File: src/rtl/bntg_pkg.sv
package bntg_pkg;

  localparam int unsigned TickW   = 20;
  localparam int unsigned ToneW   = 16;
  localparam int unsigned CodeW   = 11;
  localparam int unsigned BeatW   = 5;
  localparam int unsigned DigitW  = 4;
  localparam int unsigned CfgIdxW = 2;

  localparam logic [TickW-1:0] TicksPerBeatRst = TickW'(125000);
  localparam logic [TickW-1:0] GapTicksRst     = TickW'(30000);
  localparam logic [ToneW-1:0] ToneTop         = '1;

  // Configuration register indexes.
  localparam logic [CfgIdxW-1:0] CFG_TICKS_PER_BEAT = CfgIdxW'(0);
  localparam logic [CfgIdxW-1:0] CFG_GAP_TICKS      = CfgIdxW'(1);

  typedef enum logic [1:0] {
    PH_IDLE  = 2'd0,
    PH_SOUND = 2'd1,
    PH_GAP   = 2'd2
  } phase_e;

  typedef struct packed {
    logic [BeatW-1:0]  beats;
    logic [DigitW-1:0] octave;
    logic [DigitW-1:0] degree;
  } note_dec_t;

  // Splits the decimal note word into its digits. Division by 100 is a multiply by
  // 5243 / 2^19, exact for every 11-bit word; division by 10 of the remainder is a
  // multiply by 205 / 2^11, exact below 1029.
  function automatic note_dec_t decode_note(input logic [CodeW-1:0] code);
    logic [23:0]       q_prod;
    logic [BeatW-1:0]  beats;
    logic [CodeW-1:0]  rem_w;
    logic [6:0]        rem;
    logic [14:0]       t_prod;
    logic [DigitW-1:0] tens;
    logic [6:0]        units_w;
    note_dec_t         d;
    q_prod  = 24'(code) * 24'd5243;
    beats   = q_prod[23:19];
    rem_w   = code - CodeW'(beats) * CodeW'(100);
    rem     = rem_w[6:0];
    t_prod  = 15'(rem) * 15'd205;
    tens    = t_prod[14:11];
    units_w = rem - 7'(tens) * 7'd10;
    d.beats  = beats;
    d.octave = tens;
    d.degree = units_w[DigitW-1:0];
    return d;
  endfunction

  function automatic logic [ToneW-1:0] tone_lookup(input logic [1:0] octave,
                                                   input logic [2:0] degree);
    logic [ToneW-1:0] r;
    case ({octave, degree})
      5'b00_001: r = 16'hF88C;
      5'b00_010: r = 16'hF95B;
      5'b00_011: r = 16'hFA15;
      5'b00_100: r = 16'hFA67;
      5'b00_101: r = 16'hFB04;
      5'b00_110: r = 16'hFB90;
      5'b00_111: r = 16'hFC0C;
      5'b01_001: r = 16'hFC44;
      5'b01_010: r = 16'hFCAC;
      5'b01_011: r = 16'hFD09;
      5'b01_100: r = 16'hFD34;
      5'b01_101: r = 16'hFD82;
      5'b01_110: r = 16'hFDC8;
      5'b01_111: r = 16'hFE06;
      5'b10_001: r = 16'hFE22;
      5'b10_010: r = 16'hFE56;
      5'b10_011: r = 16'hFE85;
      5'b10_100: r = 16'hFE9A;
      5'b10_101: r = 16'hFEC1;
      5'b10_110: r = 16'hFEE4;
      5'b10_111: r = 16'hFF03;
      default:   r = ToneTop;
    endcase
    return r;
  endfunction

endpackage

File: src/rtl/bntg_if.sv
interface bntg_in_if import bntg_pkg::*; ();
  logic             valid;
  logic             ready;
  logic             kind;
  logic [CodeW-1:0] note_code;

  modport source (output valid, output kind, output note_code, input ready);
  modport sink   (input valid, input kind, input note_code, output ready);
endinterface

interface bntg_out_if;
  logic valid;
  logic ready;
  logic speaker;
  logic note_done;

  modport source (output valid, output speaker, output note_done, input ready);
  modport sink   (input valid, input speaker, input note_done, output ready);
endinterface

interface bntg_cfg_if import bntg_pkg::*; ();
  logic               valid;
  logic               ready;
  logic [CfgIdxW-1:0] index;
  logic [TickW-1:0]   data;

  modport source (output valid, output index, output data, input ready);
  modport sink   (input valid, input index, input data, output ready);
endinterface

File: src/rtl/buzzer_note_tone_generator.sv
// The result of an item is in the output register in the cycle after its transaction.
// Throughput: one item per cycle; the tone and phase state is updated by a single
// combinational pass at each accepted transaction and read back by the next one.
// The input is held off only while a result waits in the output register and is not taken.
// Reset (rst_ni low, asynchronous): idle, speaker low, tone counter and reload all ones,
// 125000 ticks per beat, 30000 gap ticks, output register empty.
module buzzer_note_tone_generator import bntg_pkg::*; (
  input  logic              clk_i,
  input  logic              rst_ni,
  bntg_in_if.sink           in_i,
  bntg_out_if.source        out_o,
  bntg_cfg_if.sink          cfg_i
);

  logic [TickW-1:0] tpb_q, gap_q;
  logic             speaker_q, speaker_d;
  logic [ToneW-1:0] tone_cnt_q, tone_cnt_d;
  logic [ToneW-1:0] tone_reload_q, tone_reload_d;
  phase_e           phase_q, phase_d;
  logic             tone_run_q, tone_run_d;
  logic [BeatW-1:0] beats_left_q, beats_left_d;
  logic [TickW-1:0] phase_ticks_q, phase_ticks_d;
  logic             done_d;

  logic             out_valid_q, out_valid_d;
  logic             out_speaker_q;
  logic             out_done_q;

  logic             in_fire, out_fire;
  note_dec_t        dec;
  logic             is_tone;
  logic [TickW:0]   next_ticks;
  logic [BeatW-1:0] beats_dec;

  assign in_i.ready  = !out_valid_q || out_o.ready;
  assign in_fire     = in_i.valid && in_i.ready;
  assign out_fire    = out_valid_q && out_o.ready;
  assign cfg_i.ready = 1'b1;

  assign out_o.valid     = out_valid_q;
  assign out_o.speaker   = out_speaker_q;
  assign out_o.note_done = out_done_q;

  assign dec     = decode_note(in_i.note_code);
  assign is_tone = (dec.degree != '0) && (dec.degree <= DigitW'(7)) &&
                   (dec.octave <= DigitW'(2));
  assign next_ticks = {1'b0, phase_ticks_q} + (TickW+1)'(1);

  always_comb begin
    speaker_d     = speaker_q;
    tone_cnt_d    = tone_cnt_q;
    tone_reload_d = tone_reload_q;
    phase_d       = phase_q;
    tone_run_d    = tone_run_q;
    beats_left_d  = beats_left_q;
    phase_ticks_d = phase_ticks_q;
    done_d        = 1'b0;
    beats_dec     = beats_left_q;
    if (in_i.kind) begin
      // A new note restarts playback; the speaker keeps its level.
      if (is_tone) begin
        tone_reload_d = tone_lookup(dec.octave[1:0], dec.degree[2:0]);
        tone_cnt_d    = tone_reload_d;
        tone_run_d    = 1'b1;
      end else begin
        tone_run_d = 1'b0;
      end
      phase_ticks_d = '0;
      beats_left_d  = dec.beats;
      if (dec.beats == '0) begin
        tone_run_d = 1'b0;
        phase_d    = PH_GAP;
      end else begin
        phase_d = PH_SOUND;
      end
    end else begin
      if (tone_run_q) begin
        if (tone_cnt_q == ToneTop) begin
          tone_cnt_d = tone_reload_q;
          speaker_d  = !speaker_q;
        end else begin
          tone_cnt_d = tone_cnt_q + ToneW'(1);
        end
      end
      case (phase_q)
        PH_SOUND: begin
          if (next_ticks >= {1'b0, tpb_q}) begin
            phase_ticks_d = '0;
            if (beats_left_q != '0) begin
              beats_dec = beats_left_q - BeatW'(1);
            end
            beats_left_d = beats_dec;
            if (beats_dec == '0) begin
              tone_run_d = 1'b0;
              phase_d    = PH_GAP;
            end
          end else begin
            phase_ticks_d = next_ticks[TickW-1:0];
          end
        end
        PH_GAP: begin
          // A gap of zero still takes one tick.
          if (next_ticks >= {1'b0, gap_q}) begin
            phase_ticks_d = '0;
            phase_d       = PH_IDLE;
            done_d        = 1'b1;
          end else begin
            phase_ticks_d = next_ticks[TickW-1:0];
          end
        end
        default: begin
          phase_d = PH_IDLE;
        end
      endcase
    end
  end

  always_comb begin
    out_valid_d = out_valid_q;
    if (in_fire) begin
      out_valid_d = 1'b1;
    end else if (out_fire) begin
      out_valid_d = 1'b0;
    end
  end

  always_ff @(posedge clk_i or negedge rst_ni) begin
    if (!rst_ni) begin
      tpb_q         <= TicksPerBeatRst;
      gap_q         <= GapTicksRst;
      speaker_q     <= 1'b0;
      tone_cnt_q    <= ToneTop;
      tone_reload_q <= ToneTop;
      phase_q       <= PH_IDLE;
      tone_run_q    <= 1'b0;
      beats_left_q  <= '0;
      phase_ticks_q <= '0;
      out_valid_q   <= 1'b0;
    end else begin
      if (cfg_i.valid && cfg_i.ready) begin
        if (cfg_i.index == CFG_TICKS_PER_BEAT) begin
          tpb_q <= cfg_i.data;
        end else if (cfg_i.index == CFG_GAP_TICKS) begin
          gap_q <= cfg_i.data;
        end
      end
      if (in_fire) begin
        speaker_q     <= speaker_d;
        tone_cnt_q    <= tone_cnt_d;
        tone_reload_q <= tone_reload_d;
        phase_q       <= phase_d;
        tone_run_q    <= tone_run_d;
        beats_left_q  <= beats_left_d;
        phase_ticks_q <= phase_ticks_d;
      end
      out_valid_q <= out_valid_d;
    end
  end

  always_ff @(posedge clk_i) begin
    if (in_fire) begin
      out_speaker_q <= speaker_d;
      out_done_q    <= done_d;
    end
  end

  // The tone only runs while a note is sounding.
  assert property (@(posedge clk_i) disable iff (!rst_ni)
    tone_run_q |-> (phase_q == PH_SOUND))
    else $error("tone running outside the sounding phase");

  // A sounding note always has at least one beat left.
  assert property (@(posedge clk_i) disable iff (!rst_ni)
    (phase_q == PH_SOUND) |-> (beats_left_q != '0))
    else $error("sounding phase with no beats left");

  // The end of a gap leaves the player idle.
  assert property (@(posedge clk_i) disable iff (!rst_ni)
    (in_fire && done_d) |=> (phase_q == PH_IDLE))
    else $error("note finished but player not idle");

  // A note word never reports a finished note.
  assert property (@(posedge clk_i) disable iff (!rst_ni)
    (in_fire && in_i.kind) |=> (out_o.valid && !out_o.note_done))
    else $error("note word produced a done pulse");

endmodule
File: src/flat_wrapper.sv
// flat-port wrapper written by rule: the top's interface ports become plain ports
module buzzer_note_tone_generator_flat import bntg_pkg::*;
  (clk_i, rst_ni, in_i_valid, in_i_kind, in_i_note_code, in_i_ready, out_o_valid, out_o_speaker, out_o_note_done, out_o_ready, cfg_i_valid, cfg_i_index, cfg_i_data, cfg_i_ready);
  bntg_in_if in_i_i ();
  bntg_out_if out_o_i ();
  bntg_cfg_if cfg_i_i ();
  input  logic clk_i;
  input  logic rst_ni;
  input wire logic [$bits(in_i_i.valid)-1:0] in_i_valid;
  input wire logic [$bits(in_i_i.kind)-1:0] in_i_kind;
  input wire logic [$bits(in_i_i.note_code)-1:0] in_i_note_code;
  output wire logic [$bits(in_i_i.ready)-1:0] in_i_ready;
  output wire logic [$bits(out_o_i.valid)-1:0] out_o_valid;
  output wire logic [$bits(out_o_i.speaker)-1:0] out_o_speaker;
  output wire logic [$bits(out_o_i.note_done)-1:0] out_o_note_done;
  input wire logic [$bits(out_o_i.ready)-1:0] out_o_ready;
  input wire logic [$bits(cfg_i_i.valid)-1:0] cfg_i_valid;
  input wire logic [$bits(cfg_i_i.index)-1:0] cfg_i_index;
  input wire logic [$bits(cfg_i_i.data)-1:0] cfg_i_data;
  output wire logic [$bits(cfg_i_i.ready)-1:0] cfg_i_ready;
  assign in_i_i.valid = in_i_valid;
  assign in_i_i.kind = in_i_kind;
  assign in_i_i.note_code = in_i_note_code;
  assign in_i_ready = in_i_i.ready;
  assign out_o_valid = out_o_i.valid;
  assign out_o_speaker = out_o_i.speaker;
  assign out_o_note_done = out_o_i.note_done;
  assign out_o_i.ready = out_o_ready;
  assign cfg_i_i.valid = cfg_i_valid;
  assign cfg_i_i.index = cfg_i_index;
  assign cfg_i_i.data = cfg_i_data;
  assign cfg_i_ready = cfg_i_i.ready;
  buzzer_note_tone_generator u_core (.clk_i(clk_i), .rst_ni(rst_ni), .in_i(in_i_i), .out_o(out_o_i), .cfg_i(cfg_i_i));
endmodule
File: config.mk
export PLATFORM = sky130hd
export DESIGN_NAME = buzzer_note_tone_generator_flat
export DESIGN_NICKNAME = d
export VERILOG_FILES = /design/src/rtl/bntg_pkg.sv /design/src/rtl/bntg_if.sv /design/src/rtl/buzzer_note_tone_generator.sv /design/src/flat_wrapper.sv
export SDC_FILE = /design/constraint.sdc
export NUM_CORES = 1
export LEC_CHECK = 0
export BUFFER_PORTS_ARGS = -buffer_cell sky130_fd_sc_hd__buf_4
export CAP_MARGIN = 40
export CELL_PAD_IN_SITES_DETAIL_PLACEMENT = 0
export CELL_PAD_IN_SITES_GLOBAL_PLACEMENT = 1
export CORE_ASPECT_RATIO = 2
export CORE_MARGIN = 1
export CORE_UTILIZATION = 44
export CTS_CLUSTER_DIAMETER = 120
export CTS_CLUSTER_SIZE = 10
export DETAILED_ROUTE_END_ITERATION = 8
export GPL_ROUTABILITY_DRIVEN = 1
export PLACE_DENSITY = 0.8
export SYNTH_ARGS = -nofsm -noshare
export SYNTH_HDL_FRONTEND = slang
export SYNTH_SLANG_ARGS = --single-unit
File: constraint.sdc
create_clock -name clk_i -period 5.4 [get_ports clk_i]
set_input_delay 1.35 -clock clk_i [delete_from_list [all_inputs] [get_ports clk_i]]
set_output_delay 1.35 -clock clk_i [all_outputs]
set_load 0.005 [all_outputs]
After elaboration in Yosys (flattened, before gate mapping)
Memories as Yosys holds them, arrays and structs flattened. Index checks and enable logic that the tools add are counted.

Bits in registers: 104. Latch bits: 0. Bits in writable memories: 0. ROM bits: 352. Output and inout bits: 5. Logic and storage cells: 96. Memories: 1.

Memory list: (name not given) (depth 32, bits a word 11, rd ports 1, clocked after memory_dff 0, write ports 0, RTL line bntg_pkg.sv:58) `case ({octave, degree})`.

Add/subtract/negate cells: 5. $mul: 4. Div/mod/pow operators: 0. Magnitude comparators: 4. Equal/unequal tests: 8. Shift-type cells: 0. Muxes and demuxes: 33. Bitwise operators: 2. Reduce and logical (&&, ||, !) cells: 27.

Operator list (count): $mux 16 (4); $mux 20 (3); $ge 21x20->1 (2); $pmux 20 s2 (1); $mux 5 (7); $mul 11x13->24 const B (1); $add 20x1->21 const B (1); $add 16x1->16 const B (1); $eq 16x16->1 const B (1); $mul 7x8->15 const B (1); $mux 1 (12); $reduce_and 3->1 (4); $logic_not 5->1 (2); $mux 2 (5); $reduce_bool 2->1 (5); $ne 3x2->1 const B (3); $reduce_and 4->1 (2); $sub 7x7->7 (1); $mul 5x4->5 const B (1); $reduce_bool 5->1 (1); $sub 5x1->5 const B (1); $eq 2x1->1 const B (2); $le 4x2->1 const B (1); $le 4x3->1 const B (1); 14 further kinds (20).

Longest topological paths before layout
Depth after elaboration: 12. Gate-level depth with buffers: 47. Mapped depth without buffers: 46.

Worst setup path before layout
No wires, ideal clock.

Path type: input to register. Start: input in_i_note_code[2]. End: register u_core.tone_reload_q[10]. Arrival: 11550 ps. Slack: -6239 ps. Stages on the path: 45. Path buffers: 2. Path through: fa_1 inv_1 fa_1 inv_1 ha_1 inv_1 fa_1 fa_1 inv_1 ha_1 a2111oi_0 o21ai_0 a221oi_1 o31a_1 o21bai_1 xnor2_1 inv_1 ha_1 [9 not listed] inv_1 fa_1 inv_1 ha_1 a21oi_1 a211o_1 o2111ai_2 nor4b_4 inv_2 clkbuf_1 ha_1 fa_1 xor2_1 a21oi_1 a2111o_1 buf_2 or4_1 a21boi_1.

Cells in the longest elaborated chain, start to end: 10. Elaborated cells between the ends (all ways): 13. Those cells by class: 2 x add/sub; 4 x mul; 2 x order compare; 4 x reduce/logical; 1 x memory.

Ends and longest elaborated chain: start, declared (RTL line flat_wrapper.sv:11) `input wire logic [$bits(in_i_i.note_code)-1:0] in_i_note_code;`; $mul 11x13->24 (RTL line bntg_pkg.sv:42) `q_prod = 24'(code) * 24'd5243;`; $mul 5x4->5 (RTL line bntg_pkg.sv:44) `rem_w = code - CodeW'(beats) * CodeW'(100);`; $sub 7x7->7 (*) (RTL line bntg_pkg.sv:44); $mul 7x8->15 (RTL line bntg_pkg.sv:46) `t_prod = 15'(rem) * 15'd205;`; $mul 4x3->3 (RTL line bntg_pkg.sv:48) `units_w = rem - 7'(tens) * 7'd10;`; $sub 4x4->4 (RTL line bntg_pkg.sv:48); $le 4x3->1 or $reduce_bool 4->1 (tied branches) (RTL line buzzer_note_tone_generator.sv:45) `assign is_tone = (dec.degree != '0) && (dec.degree <= DigitW'(7)) &&`; $logic_and 1x1->1 (2 in series) (RTL line buzzer_note_tone_generator.sv:45); $reduce_and 3->1 (no source line); end signal, assigned (RTL line buzzer_note_tone_generator.sv:133) `tone_reload_q <= ToneTop;`; end signal, assigned (RTL line buzzer_note_tone_generator.sv:150) `tone_reload_q <= tone_reload_d;`; end, declared (RTL line buzzer_note_tone_generator.sv:18) `logic [ToneW-1:0] tone_reload_q, tone_reload_d;`.

Every way passes the cells marked *; elsewhere a longest branch is shown, timed or not. A chain may end at the register's enable or synchronous reset.

Worst setup path in the final report
Start: input in_i_note_code[2]. End: register u_core.tone_cnt_q[7].

Cells in the longest elaborated chain, start to end: 11. Elaborated cells between the ends (all ways): 16. Those cells by class: 2 x add/sub; 4 x mul; 2 x order compare; 1 x eq/ne; 2 x mux; 4 x reduce/logical; 1 x memory.

Ends and longest elaborated chain: $mul 11x13->24 (RTL line bntg_pkg.sv:42); $mul 5x4->5 (RTL line bntg_pkg.sv:44); $sub 7x7->7 (*) (RTL line bntg_pkg.sv:44); $mul 7x8->15 (RTL line bntg_pkg.sv:46); $mul 4x3->3 (RTL line bntg_pkg.sv:48); $sub 4x4->4 (RTL line bntg_pkg.sv:48); $le 4x3->1 or $reduce_bool 4->1 (tied branches) (RTL line buzzer_note_tone_generator.sv:45); $logic_and 1x1->1 (2 in series) (RTL line buzzer_note_tone_generator.sv:45); $ne 2x1->1 (no source line); $reduce_and 3->1 (no source line); end signal, assigned (RTL line buzzer_note_tone_generator.sv:132) `tone_cnt_q <= ToneTop;`; end signal, assigned (RTL line buzzer_note_tone_generator.sv:149) `tone_cnt_q <= tone_cnt_d;`; end, declared (RTL line buzzer_note_tone_generator.sv:17) `logic [ToneW-1:0] tone_cnt_q, tone_cnt_d;`.

Every way passes the cells marked *; elsewhere a longest branch is shown, timed or not. The select of a mux whose other input is x is not followed.

==> impl_metrics.json <==
{
  "grt_pass1_vias": 8681,
  "overflow": 0,
  "tritoncts": "done",
  "die_h_um": 213,
  "cts.sinks": 99,
  "fin_crit_sh_pct": 200,
  "fmax_mhz": 92.4,
  "hp-start": "u_core.tone_reload_q[7]",
  "area_delta_synth_final_pct": 24.9,
  "setup_viol": 33,
  "core_um2": 21700,
  "cts_max_level": 3,
  "relSlewSlack_pct": 45.5,
  "vias_per_cell": 5.39,
  "seq_area_frac_synth_pct": 25.9,
  "syn-cell-area_um2": 9800,
  "regArea_um2": 2540,
  "hold_path.class": "reg -> reg",
  "finalClockSkew_ns": 0.00827,
  "grt_max_degree": 59,
  "start_util_pct": 45.2,
  "insertion_delay_ns": 0.37,
  "synth.top_cells.by_area": "ha_1 (21%), dfrtp_1 (14%), dfstp_2 (11%)",
  "syn_inst": 1068,
  "syn-num-nets": 1323,
  "diodes": 0,
  "io_pins": 44,
  "status": "complete, but fails checks",
  "synth_seq_cells": 99,
  "die_w_um": 108,
  "ys_warn_count": 0,
  "synthFlopType": "dfrtp_1",
  "dp_hpwl_um": 20300,
  "ant_nets": 0,
  "cts_buffer_depth": 2,
  "slowest_delay_ns": 0.55,
  "maxSlewViolCount": 0,
  "r2r_start": "u_core.phase_ticks_q[2]",
  "synth_common_cells": "inv_1 (169), ha_1 (166), nand2_1 (91), o21ai_0 (68), dfrtp_1 (56)",
  "rsz0062_at_grt": "yes",
  "cts_root_buf": "clkbuf_16",
  "synth_area_per_cell_um2": 9.17,
  "period_needed_ns": 10.82,
  "min_to": "u_core.tone_reload_q[7]",
  "nets": 1487,
  "layout_setup_ws_ns": -5.42,
  "r2r-end": "u_core.beats_left_q[1]",
  "drcViolationCount": 0,
  "antenna_found_initial": 0,
  "maxCapViolCount": 0,
  "path_max_fanout": 8,
  "drtPass1Iterations": 4,
  "crit_arrival_ns": 11.11,
  "placed_area_um2": 11400,
  "worst-slew-pin-transition_ns": 0.810,
  "end_kind": "flip-flop",
  "hold_path_depth": 2,
  "finalHoldViolCount": 0,
  "crit_required_ns": 5.69,
  "fin_area_um2": 12200,
  "numCtsBuffers": 9,
  "wl_per_cell_um": 16.4,
  "die_area_um2": 22900,
  "r2r_cells": 17,
  "layout-drive-gt1-share_pct": 27.9,
  "synth_top_cell_by_area": "ha_1",
  "crit_top_cell": "inv_1",
  "multiInputGateArea_um2": 6870,
  "n_fill_cell": 1974,
  "drtIter0Drc": 265,
  "post-place-ws_ns": -6.12,
  "ff2ff_setup_slack_ns": 0.77,
  "yosysTopAreaCellShare_pct": 21.2,
  "grt_pass1_wl_um": 40600,
  "worst_setup_path_start_kind": "input port",
  "wl_um": 24800,
  "slowest_stage": "fa_1",
  "gp_congestion": 0.895,
  "synth_edf_count": 2,
  "violations": "setup timing",
  "num_vias": 8132,
  "synthArstFlopShare_pct": 98.0,
  "row_count": 76,
  "grt_usage_pct": 23.0,
  "ys_types": 73,
  "holdWs_ns": 0.464,
  "port_buffers": 42,
  "cts.clk_slew.worst_paths_ns": 0.06,
  "crit_type": "in -> reg",
  "synth.most_common_cell": "inv_1"
}
[worst max path at each step]
| stage | startpoint | endpoint | cells after the start | slack [ns] |
|---|---|---|---|---|
| after global placement | in_i_note_code[4] | u_core.tone_cnt_q[0] | 44 | -5.96 |
| after CTS | in_i_note_code[2] | u_core.tone_reload_q[10] | 45 | -5.46 |
| after detailed placement | in_i_note_code[6] | u_core.tone_cnt_q[0] | 44 | -6.12 |
| after global routing | in_i_note_code[2] | u_core.tone_cnt_q[7] | 47 | -5.90 |
| after floorplan | in_i_note_code[4] | u_core.tone_reload_q[10] | 45 | -5.73 |
| final | in_i_note_code[2] | u_core.tone_cnt_q[7] | 44 | -5.42 |
[through the flow]
| step | TNS [ns] | utilization, % | std cells |
|---|---|---|---|
| 4_1_cts | -151.17 | 55.9 | 1508 |
| 3_5_place_dp | -169.12 | 52.6 | 1480 |
| 6_report | -149.26 | 56.5 | 1510 |
| 5_1_grt | -163.58 | 56.5 | 1510 |
| 3_3_place_gp | -163.99 | 52.3 | 1476 |
| 2_1_floorplan | -154.83 | - | 1068 |
[critical path: cells and delay by family]
| family | cells | cell delay [ns] |
|---|---|---|
| mux | 1 | 0.19 |
| buf+inv | 13 | 1.03 |
| compound gates | 12 | 2.20 |
| xor+xnor | 2 | 0.43 |
| simple gates | 1 | 0.25 |
| fa+ha+maj | 15 | 5.65 |
[repair_timing]
action	4_1_cts	5_1_grt
pin swaps	50	28
resized for setup	75	22
gates cloned	1	0
buffers inserted	12	4
hold buffers	0	0
setup endpoints to repair	34	35
[flip-flops by register name, summed over array words and instances (netlist names)]
register	flops
u_core.gap_q	20
u_core.phase_ticks_q	20
u_core.tpb_q	20
u_core.tone_cnt_q	16
u_core.tone_reload_q	11
u_core.beats_left_q	5
u_core.phase_q	2
u_core.out_o.note_done	1
u_core.out_o.speaker	1
u_core.out_o.valid	1
u_core.speaker_q	1
u_core.tone_run_q	1
[placed cells by master (no fill, tap or decap), types with 5 or more instances in the layout]
master	instances
a211oi_1	7
a21o_1	18
a21oi_1	40
a21oi_2	10
a22o_1	11
a31oi_1	17
and2_1	5
and3_1	10
and4_1	6
buf_4	165
buf_6	14
clkbuf_16	9
dfrtp_1	56
dfstp_2	41
fa_1	47
ha_1	157
ha_4	7
inv_1	165
mux2_2	24
nand2_1	82
nand2_2	8
nand2b_1	11
nand3_1	36
nand4_1	11
nor2_1	34
nor2b_1	7
nor3_1	10
o211ai_1	5
o21a_1	5
o21ai_0	49
o21ai_1	12
o21ai_2	7
xnor2_1	21
xor2_1	15
[area by class of cell]
cell class / count / area share (%)
tap: 273 / 2.79
multi-input combinational: 766 / 56.1
timing repair buffer: 185 / 12.4
sequential: 99 / 20.7
inverter: 171 / 5.28
clock inverter: 6 / 0.726
clock buffer: 10 / 1.95
[layer usage]
| metal | routed length [um] | vias up | global-route usage (%) |
|---|---|---|---|
| met5 | 0 | - | 0 |
| met4 | 972 | 0 | 11.3 |
| met3 | 468 | 57 | 2.87 |
| met2 | 14800 | 120 | 47.1 |
| met1 | 8550 | 3943 | 21.5 |
| li1 | - | 4012 | - |
[cell families (layout without fill, tap and decap cells)]
kind of cell	count (synthesis)	after routing	synth area share [%]
and+or+nand+nor	246	246	12.4
adders and majority gates	216	216	31.4
buffers and inverters	203	372	7.88
xor gates and xnor gates	40	40	3.58
other	1	1	0.0383
muxes	31	31	3.51
DFF	99	99	25.9
AOI/OAI and AO/OA	232	232	15.2
Power is left out: the tool's default activity adds up to more than one toggle a clock period on the data nets, which glitch-free logic cannot reach.
